<file path="src/design/pcrc_pkg.sv">
// Shared types, constants and per-stage functions for the point record converter.
// No dependencies; used by point_cloud_record_convert_core and its checker.
package pcrc_pkg;

	localparam int NUM_COORD = 3;
	localparam int DATA_W    = 120;

	// 1e-3 in binary32 is 0x3A83126F: significand with hidden bit below
	localparam logic [23:0] SCALE_SIG = 24'h83126F;

	// sRGB encode of v/255, rounded to a byte
	localparam logic [7:0] GAMMA_LUT [256] = '{
		8'd0,   8'd13,  8'd22,  8'd28,  8'd34,  8'd38,  8'd42,  8'd46,
		8'd50,  8'd53,  8'd56,  8'd59,  8'd61,  8'd64,  8'd66,  8'd69,
		8'd71,  8'd73,  8'd75,  8'd77,  8'd79,  8'd81,  8'd83,  8'd85,
		8'd86,  8'd88,  8'd90,  8'd92,  8'd93,  8'd95,  8'd96,  8'd98,
		8'd99,  8'd101, 8'd102, 8'd104, 8'd105, 8'd106, 8'd108, 8'd109,
		8'd110, 8'd112, 8'd113, 8'd114, 8'd115, 8'd117, 8'd118, 8'd119,
		8'd120, 8'd121, 8'd122, 8'd124, 8'd125, 8'd126, 8'd127, 8'd128,
		8'd129, 8'd130, 8'd131, 8'd132, 8'd133, 8'd134, 8'd135, 8'd136,
		8'd137, 8'd138, 8'd139, 8'd140, 8'd141, 8'd142, 8'd143, 8'd144,
		8'd145, 8'd146, 8'd147, 8'd148, 8'd148, 8'd149, 8'd150, 8'd151,
		8'd152, 8'd153, 8'd154, 8'd155, 8'd155, 8'd156, 8'd157, 8'd158,
		8'd159, 8'd159, 8'd160, 8'd161, 8'd162, 8'd163, 8'd163, 8'd164,
		8'd165, 8'd166, 8'd167, 8'd167, 8'd168, 8'd169, 8'd170, 8'd170,
		8'd171, 8'd172, 8'd173, 8'd173, 8'd174, 8'd175, 8'd175, 8'd176,
		8'd177, 8'd178, 8'd178, 8'd179, 8'd180, 8'd180, 8'd181, 8'd182,
		8'd182, 8'd183, 8'd184, 8'd185, 8'd185, 8'd186, 8'd187, 8'd187,
		8'd188, 8'd189, 8'd189, 8'd190, 8'd190, 8'd191, 8'd192, 8'd192,
		8'd193, 8'd194, 8'd194, 8'd195, 8'd196, 8'd196, 8'd197, 8'd197,
		8'd198, 8'd199, 8'd199, 8'd200, 8'd200, 8'd201, 8'd202, 8'd202,
		8'd203, 8'd203, 8'd204, 8'd205, 8'd205, 8'd206, 8'd206, 8'd207,
		8'd208, 8'd208, 8'd209, 8'd209, 8'd210, 8'd210, 8'd211, 8'd212,
		8'd212, 8'd213, 8'd213, 8'd214, 8'd214, 8'd215, 8'd215, 8'd216,
		8'd216, 8'd217, 8'd218, 8'd218, 8'd219, 8'd219, 8'd220, 8'd220,
		8'd221, 8'd221, 8'd222, 8'd222, 8'd223, 8'd223, 8'd224, 8'd224,
		8'd225, 8'd226, 8'd226, 8'd227, 8'd227, 8'd228, 8'd228, 8'd229,
		8'd229, 8'd230, 8'd230, 8'd231, 8'd231, 8'd232, 8'd232, 8'd233,
		8'd233, 8'd234, 8'd234, 8'd235, 8'd235, 8'd236, 8'd236, 8'd237,
		8'd237, 8'd238, 8'd238, 8'd238, 8'd239, 8'd239, 8'd240, 8'd240,
		8'd241, 8'd241, 8'd242, 8'd242, 8'd243, 8'd243, 8'd244, 8'd244,
		8'd245, 8'd245, 8'd246, 8'd246, 8'd246, 8'd247, 8'd247, 8'd248,
		8'd248, 8'd249, 8'd249, 8'd250, 8'd250, 8'd251, 8'd251, 8'd251,
		8'd252, 8'd252, 8'd253, 8'd253, 8'd254, 8'd254, 8'd255, 8'd255
	};

	// after the significand multiply
	typedef struct packed {
		logic        sign;
		logic        inf;
		logic [7:0]  e_eff;
		logic [47:0] prod;
	} mul_lane_t;

	// after the alignment shift
	typedef struct packed {
		logic        sign;
		logic        inf;
		logic [7:0]  base;
		logic [24:0] keep;
		logic        rnd;
		logic        sticky;
	} shf_lane_t;

	function automatic logic is_nan(input logic [31:0] b);
		return (b[30:23] == 8'hFF) && (b[22:0] != 23'd0);
	endfunction

	function automatic mul_lane_t lane_mul(input logic [31:0] b);
		mul_lane_t r;
		logic [23:0] sig;
		sig     = {(b[30:23] != 8'd0), b[22:0]};
		r.sign  = b[31];
		r.inf   = (b[30:23] == 8'hFF);
		r.e_eff = (b[30:23] == 8'd0) ? 8'd1 : b[30:23];
		r.prod  = sig * SCALE_SIG;
		return r;
	endfunction

	function automatic shf_lane_t lane_shift(input mul_lane_t l);
		shf_lane_t   r;
		logic [9:0]  be;
		logic [5:0]  sh;
		logic [47:0] t;
		logic [47:0] mask;
		be = {2'b00, l.e_eff} - 10'd10 + {9'd0, l.prod[47]};
		if (!be[9] && be != 10'd0) begin
			sh     = l.prod[47] ? 6'd24 : 6'd23;
			r.base = be[7:0] - 8'd1;
		end else begin
			// result falls below the normal range
			sh     = 6'd34 - l.e_eff[5:0];
			r.base = 8'd0;
		end
		t        = l.prod >> (sh - 6'd1);
		mask     = (48'd1 << (sh - 6'd1)) - 48'd1;
		r.sign   = l.sign;
		r.inf    = l.inf;
		r.rnd    = t[0];
		r.keep   = t[25:1];
		r.sticky = |(l.prod & mask);
		return r;
	endfunction

	function automatic logic [31:0] lane_round(input shf_lane_t l);
		logic [30:0] q;
		logic [30:0] mag;
		q   = {6'd0, l.keep} + {30'd0, l.rnd & (l.sticky | l.keep[0])};
		mag = ({l.base, 23'd0}) + q;
		if (l.inf) begin
			return {l.sign, 8'hFF, 23'd0};
		end
		return {l.sign, mag};
	endfunction

endpackage

</file>
<file path="src/design/point_cloud_record_convert_core.sv">
// Point record converter: scales three binary32 coordinates by 1e-3 and gamma
// encodes the color in registered stages s1 (multiply), s2 (shift), s3 (round).
// Throughput one beat per cycle; a stage holds while the next is full and held.
// Points with a NaN coordinate are accepted and dropped (no output beat).
// arst_n clears all stage valid bits asynchronously; payload is not reset.
module point_cloud_record_convert_core (
	input  logic                         clk,
	input  logic                         arst_n,
	input  logic                         s_axis_tvalid,
	output logic                         s_axis_tready,
	// x_mm_bits[31:0], y_mm_bits[63:32], z_mm_bits[95:64],
	// red_linear[103:96], green_linear[111:104], blue_linear[119:112]
	input  logic [pcrc_pkg::DATA_W-1:0]  s_axis_tdata,
	output logic                         m_axis_tvalid,
	input  logic                         m_axis_tready,
	// x_m_bits[31:0], y_m_bits[63:32], z_m_bits[95:64], rgb_packed[119:96]
	output logic [pcrc_pkg::DATA_W-1:0]  m_axis_tdata
);
	import pcrc_pkg::*;

	logic      v_s1, v_s2, v_s3;
	logic      adv2, adv3;
	logic      drop;
	mul_lane_t mul_s1 [NUM_COORD];
	logic [23:0] rgb_s1, rgb_s2;
	shf_lane_t shf_s2 [NUM_COORD];
	logic [DATA_W-1:0] out_s3;

	assign adv3          = !v_s3 || m_axis_tready;
	assign adv2          = !v_s2 || adv3;
	assign s_axis_tready = !v_s1 || adv2;
	assign drop          = is_nan(s_axis_tdata[31:0]) || is_nan(s_axis_tdata[63:32]) ||
		is_nan(s_axis_tdata[95:64]);

	always_ff @(posedge clk or negedge arst_n) begin
		if (!arst_n) begin
			v_s1 <= 1'b0;
			v_s2 <= 1'b0;
			v_s3 <= 1'b0;
		end else begin
			if (s_axis_tready) begin
				v_s1 <= s_axis_tvalid && !drop;
			end
			if (adv2) begin
				v_s2 <= v_s1;
			end
			if (adv3) begin
				v_s3 <= v_s2;
			end
		end
	end

	always_ff @(posedge clk) begin
		if (s_axis_tready) begin
			for (int i = 0; i < NUM_COORD; i++) begin
				mul_s1[i] <= lane_mul(s_axis_tdata[32*i +: 32]);
			end
			rgb_s1 <= {GAMMA_LUT[s_axis_tdata[103:96]], GAMMA_LUT[s_axis_tdata[111:104]],
				GAMMA_LUT[s_axis_tdata[119:112]]};
		end
		if (adv2) begin
			for (int i = 0; i < NUM_COORD; i++) begin
				shf_s2[i] <= lane_shift(mul_s1[i]);
			end
			rgb_s2 <= rgb_s1;
		end
		if (adv3) begin
			for (int i = 0; i < NUM_COORD; i++) begin
				out_s3[32*i +: 32] <= lane_round(shf_s2[i]);
			end
			out_s3[119:96] <= rgb_s2;
		end
	end

	assign m_axis_tvalid = v_s3;
	assign m_axis_tdata  = out_s3;

endmodule

</file>
<file path="config.mk">
export PLATFORM = sky130hd
export DESIGN_NAME = point_cloud_record_convert_core
export DESIGN_NICKNAME = d
export VERILOG_FILES = /design/src/design/pcrc_pkg.sv /design/src/design/point_cloud_record_convert_core.sv
export SDC_FILE = /design/constraint.sdc
export NUM_CORES = 2
export LEC_CHECK = 0
export BUFFER_PORTS_ARGS = -buffer_cell sky130_fd_sc_hd__buf_2
export CAP_MARGIN = 20
export CORE_ASPECT_RATIO = 1.25
export CORE_MARGIN = 5
export CORE_UTILIZATION = 30
export DETAILED_ROUTE_END_ITERATION = 12
export GPL_ROUTABILITY_DRIVEN = 0
export PLACE_DENSITY_LB_ADDON = 0.1
export REMOVE_ABC_BUFFERS = 1
export SLEW_MARGIN = 5
export SYNTH_ARGS = -nofsm -noshare
export SYNTH_HDL_FRONTEND = slang
export SYNTH_SLANG_ARGS = --single-unit
</file>
<file path="constraint.sdc">
create_clock -name clk -period 8.71 [get_ports clk]
set_input_delay 1.3065 -clock clk [delete_from_list [all_inputs] [get_ports clk]]
set_output_delay 1.3065 -clock clk [all_outputs]
set_load 0.02 [all_outputs]
</file>
# After elaboration in Yosys (flattened, before gate mapping)
# Memories as Yosys holds them, arrays and structs flattened. A register that Yosys moved wholly into a read port is not among the register bits.
# Cells that the tools add are included.
dict set report totals {
  reg_bits 147
  mem_bits_rw 285
  romBits 6144
  in_bits 124
  output_inout_bits 122
  word_cells 126
  memories 5
}
dict set report classes {
  add_sub_neg 24
  n_mul 3
  eq_ne 3
  shifts 6
  n_mux 34
  n_bitwise 12
  n_reduce_logical 34
}
# name depth width rd rd_clocked_by_memory_dff write_ports line_no
set memory_table {}
lappend memory_table {{(name not given)} 256 8 1 1 0 point_cloud_record_convert_core.sv:59} ;# GAMMA_LUT[s_axis_tdata[119:112]]};
lappend memory_table {{(name not given)} 256 8 1 1 0 point_cloud_record_convert_core.sv:58} ;# rgb_s1 <= {GAMMA_LUT[s_axis_tdata[103:96]], GAMMA_LUT[s_axis_tdata[111:104]],
lappend memory_table {{(name not given)} 256 8 1 1 0 point_cloud_record_convert_core.sv:58}
lappend memory_table {mul_s1 3 58 3 0 3 point_cloud_record_convert_core.sv:24} ;# mul_lane_t mul_s1 [NUM_COORD];
lappend memory_table {shf_s2 3 37 3 0 3 point_cloud_record_convert_core.sv:26} ;# shf_lane_t shf_s2 [NUM_COORD];
# op count
set op_table {}
lappend op_table {{$mux W32} 6}
lappend op_table {{$and A48 B48 Y48} 3}
lappend op_table {{$mul A24 B24 Y48 const B} 3}
lappend op_table {{$reduce_or A48 Y1} 3}
lappend op_table {{$shl A1 B6 Y48 const A} 3}
lappend op_table {{$shr A48 B6 Y26} 3}
lappend op_table {{$sub A48 B1 Y48 const B} 3}
lappend op_table {{$add A31 B26 Y31} 3}
lappend op_table {{$add A25 B1 Y26} 3}
lappend op_table {{$mux W8} 9}
lappend op_table {{$reduce_bool A23 Y1} 3}
lappend op_table {{$mux W6} 6}
lappend op_table {{$add A9 B2 Y10} 3}
lappend op_table {{$reduce_bool A10 Y1} 3}
lappend op_table {{$not A8 Y9} 3}
lappend op_table {{$sub A8 B4 Y9 const B} 3}
lappend op_table {{$eq A8 B8 Y1 const B} 3}
lappend op_table {{$logic_not A8 Y1} 3}
lappend op_table {{$reduce_bool A8 Y1} 3}
lappend op_table {{$sub A8 B1 Y8 const B} 3}
lappend op_table {{$sub A6 B1 Y6 const B} 3}
lappend op_table {{$sub A6 B6 Y6 const A} 3}
lappend op_table {{$mux W4} 3}
lappend op_table {{$mux W1} 10}
lappend op_table {{other kinds (5)} 25}

# Logic depth before layout (Yosys ltp)
dict set report logic_depth {
  word_depth 11
  depth_mapped 36
  ltp_nobuf 29
}

# Worst setup path before layout
# No wires, ideal clock.
dict set report synth_timing {
  path_kind {reg-to-reg}
  start {mem mul_s1[0][166] (netlist name)}
  end {mem shf_s2[0][74] (netlist name) (data pin)}
  setup_time_ns 0.263
  arrival_ns 7.931
  t_required_ns 8.447
  slack_ns 0.516
  path_stages_with_launch 36
  n_path_buf 11
  synth_period_minus_slack_ns 8.194
  cell_sequence {edfxtp_1 -> buf_1 -> inv_1 -> ha_1 -> or3b_2 -> a211oi_1 -> o21ai_1 -> xnor2_1 -> o211a_1 -> buf_2 -> a21boi_1 -> mux2i_2 -> inv_1 -> buf_2 -> buf_2 -> ha_1 -> ha_1 -> clkbuf_1 -> clkbuf_1 -> clkbuf_1 -> clkbuf_1 -> clkbuf_1 -> clkbuf_1 -> nand4_1 -> ha_1 -> clkbuf_1 -> o31ai_1 -> nand2_1 -> a221oi_1 -> o211ai_1 -> a221oi_1 -> nand4_1 -> nor4_1 -> nand4_1 -> nor4_1 -> nand2_1}
}
# item line_no
set synth_rtl {}
lappend synth_rtl {{from (decl)} point_cloud_record_convert_core.sv:24}
lappend synth_rtl {{to (decl)} point_cloud_record_convert_core.sv:26}

==> results.yml <==
detailed_routing:
  ant_nets: 0
  dr_total_vias: 51810
  wl_met3_um: 7256
  firstDrtPassIters: 7
  drt-wirelength-per-cell_um: 20.87
  met1_length_um: 88650
  met2_length_um: 106300
  highest_layer: "met4"
  drcViolationCount: 0
  routed_wl_um: 210900
  drt_iter0_markers: 3346
  via_per_inst: 5.126
layout:
  regArea_um2: 13680
  synthToLayoutAreaGrowth_pct: 10.93
  fin_nets: 8715
  nFillCells: 22590
  multi_input_area_um2: 46400
  drive_gt1_frac: 0.09520
worst_hold_path:
  min_path_type: "in -> async"
setup_path:
  crit_path_start_kind: "input pin"
  crit_family: "adder cells"
  critPathMaxFanout: 4
  crit_buf_inv: 4
  cp_slowest_cell: "or4b_2"
  cp.arrival_ns: 8.56
  required_ns: 9.14
  crit_path_cell_trace: "buf_2 -> fa_1 -> fa_1 -> ha_1 -> fa_1 -> inv_1 -> fa_1 -> inv_1 -> fa_1 -> fa_1 -> ha_1 -> and3_1 -> o31ai_1 -> o31ai_1 -> buf_4 -> a41oi_1 -> a21oi_1 -> a221o_1 -> o211ai_1 -> or3_1 -> a31oi_1 -> a21oi_1 -> and4b_1 -> or4b_2"
  max_stage_delay_ns: 0.61
  crit_type: "in -> reg"
  cpMostUsedCell: "fa_1"
  end_kind: "register"
clock_network:
  clk_latency_ns: 0.70
  h-tree-depth: 2
  clockBufferDepth: 3
  ctsHoldBuffers: 0
  cts_resized: 0
  post_cts_buffers: 0
  clk_pin_slew_ns: 0.07
  cts_tree: "done"
  cts_root_buffer: "clkbuf_16"
  cts_sinks: 456
  cts_buffers: 56
yosys:
  synth_flop_cell: "edfxtp_1"
  netlist_area_um2: 65050
  syn_avg_cell_area_um2: 9.310
  synthDistinctLibCells: 110
  ys_ff_latch: 456
  yosysSeqAreaShare: 0.2103
  ys_async_sr_fraction: 0.006579
  synth_edf_count: 453
  netlist_instances: 6987
  yosysWarnings: 0
floorplanning:
  start_util: 0.3008
  core_um2: 216300
  rows: 191
  pin_count: 246
  die-area_um2: 226300
  die_y_um: 530.6
  die_w_um: 426.5
pwr:
  power_density_nw_per_um2: 410.4
  clkPwrFrac: 0.084
  p_int_mw: 15.08
  ir_drop_uv: 351.5
  power.switching_mw: 14.53
  p_comb_frac: 0.736
  leakagePower_nw: 32.93
  swShare: 0.4907
  seqPwrFrac: 0.180
  power.total_mw: 29.61
place:
  place_hpwl_um: 169600
  port-buffer-count: 245
sta:
  rsz0062_at_grt: "false"
  skew_ns: 0.06928
  fin_crit_sh: 0.9325
  setup_viol: 0
  report.final.slew_viol_count: 0
  slew_headroom: 0.2983
  min_period_ns: 8.122
  fmax_ghz: 0.1231
  fin_setup_tns_ns: 0
  worstMarginPinSlew_ns: 1.053
  hold_viol_final: 0
grt:
  grt_pass1_wl_um: 326100
  grt_pass1_vias: 53390
  antenna_found_initial: 7
  grt.total_usage: 0.1836
  grt_start_max_net_pins: 130
  grt_overflow: 0
job:
  maxCapViolCount: 0
outcome:
  status: "complete, no violations"
-- cell usage after synthesis (62+ instances only) --
| master | number | area share |
|---|---|---|
| inv_1 | 1015 | 0.059 |
| nor2_1 | 467 | 0.027 |
| mux2i_1 | 320 | 0.049 |
| a211oi_1 | 86 | 0.0099 |
| nor2b_1 | 62 | 0.0060 |
| o21ai_0 | 329 | 0.025 |
| a21oi_1 | 347 | 0.027 |
| nand3_1 | 166 | 0.013 |
| xnor2_1 | 166 | 0.022 |
| nand2b_1 | 72 | 0.0069 |
| clkbuf_1 | 240 | 0.014 |
| nand2_1 | 489 | 0.028 |
| fa_1 | 528 | 0.16 |
| edfxtp_1 | 453 | 0.21 |
| nor3_1 | 103 | 0.0079 |
| xor2_1 | 119 | 0.016 |
| ha_1 | 903 | 0.17 |
| nand4_1 | 74 | 0.0071 |
| a21o_1 | 76 | 0.0088 |
-- worst paths after layout --
path | startpoint | to | slack (ns) | cells after the start
max reg2reg | mul_s1[0][165] | shf_s2[0][74] | 0.73 | 27
max in group asynchronous | arst_n | v_s1 | 8.22 | 1
max | s_axis_tdata[15] | mul_s1[0][43] | 0.59 | 24
min | arst_n | m_axis_tvalid | 0.38 | 1
min reg2reg | rgb_s2[17] | m_axis_tdata[113] | 0.41 | 0
min in group clk | rgb_s2[17] | m_axis_tdata[113] | 0.41 | 0
-- layout by cell type, fill, tap and decap left out, drive strengths merged, types with 18 or more instances in the layout --
master,n
a211oi,87
xnor2,166
nor2,469
a21oi,348
inv,1026
clkinv,22
a21o,76
and3,45
nand2,490
o21ai,340
nand2b,72
o21bai,18
nor4,41
a22o,29
nor3,105
and2,30
clkbuf,64
nor2b,62
nand3,166
a2111oi,18
ha,903
mux2,25
edfxtp,453
fa,528
o22ai,32
a31oi,49
o211ai,60
nand4,74
mux4,58
o21a,43
a22oi,40
a211o,19
mux2i,321
o31ai,46
xor2,119
or3,26
buf,437
-- sequential cells by signal, summed over array words and instances, names as in the netlist --
name,count
mul_s1,174
m_axis_tdata,120
shf_s2,111
rgb_s1,24
rgb_s2,24
m_axis_tvalid,1
v_s1,1
v_s2,1
-- stage by stage --
stage	hold slack [ns]	utilization	cells	instance area (µm²)	setup WS, ns
after floorplan	0.4003	-	6665	63780	-3.590
after global placement	0.4008	0.3246	9996	70200	-0.1759
after detailed placement	0.4045	0.3246	9997	70210	-0.1086
after CTS	0.2995	0.3335	10100	72140	0.6386
after global routing	0.3228	0.3336	10110	72150	0.05185
final	0.3839	0.3336	10110	72160	0.5881
-- worst reg2reg max path, cell delays in order (launching register included) --
cell       delay (ns)
edfxtp_1         0.53
inv_1            0.17
ha_1             0.31
or3b_2           0.47
a211oi_1         0.37
o21ai_1          0.18
xnor2_1          0.29
o211a_1          0.39
a21bo_2          0.49
nand2_1          0.11
nand2_1          0.13
ha_1             0.33
nand3_1          0.12
nor3_1           0.34
o21ai_0          0.20
o211ai_1         0.37
nor2_1           0.16
nand4_1          0.14
ha_1             0.17
buf_4            0.17
o31a_1           0.27
o211ai_1         0.21
buf_4            0.23
nor4b_1          0.34
o2bb2ai_1        0.10
or4_1            0.44
nor4_1           0.47
nand2_1          0.23
-- power by group through the flow --
stage / combinational, mW / clock [mW] / sequential [mW]
6_report: 21.8 / 2.48 / 5.34
5_1_grt: 24.7 / 2.68 / 5.42
4_1_cts: 22.2 / 2.61 / 5.35
3_5_place_dp: 22.0 / 0 / 5.39
3_3_place_gp: 22.2 / 0 / 5.39
2_1_floorplan: 15.5 / 0 / 5.08
-- per-layer routing --
metal / global-route usage / up-vias
li1: - / 24830
met1: 0.2294 / 25260
met2: 0.3304 / 1330
met3: 0.01376 / 391
met4: 0.06827 / 0
met5: 0 / -
-- cells by family (layout without fill, tap and decap cells) --
logic type / after synthesis / in the layout / share of synthesized area
adder cells (fa/ha/maj): 1434 / 1434 / 0.3366
multiplexers: 404 / 404 / 0.07386
flip-flops: 456 / 456 / 0.2103
AO/OA/AOI/OAI: 1409 / 1409 / 0.1417
other: 0 / 6 / 0
XOR/XNOR: 286 / 286 / 0.03872
buffers and inverters: 1341 / 1560 / 0.07825
AND/OR/NAND/NOR: 1657 / 1657 / 0.1206
-- layout make-up --
cell class / count / area share
Multi-Input combinational cell: 5190 / 0.6431
Sequential cell: 456 / 0.1896
Inverter: 1019 / 0.05308
Tap cell: 2895 / 0.05020
Timing Repair Buffer: 437 / 0.03714
Clock buffer: 64 / 0.02013
Clock inverter: 40 / 0.006607
Antenna cell: 6 / 0.0002081
No activity file was read; power rests on OpenSTA's default activity.
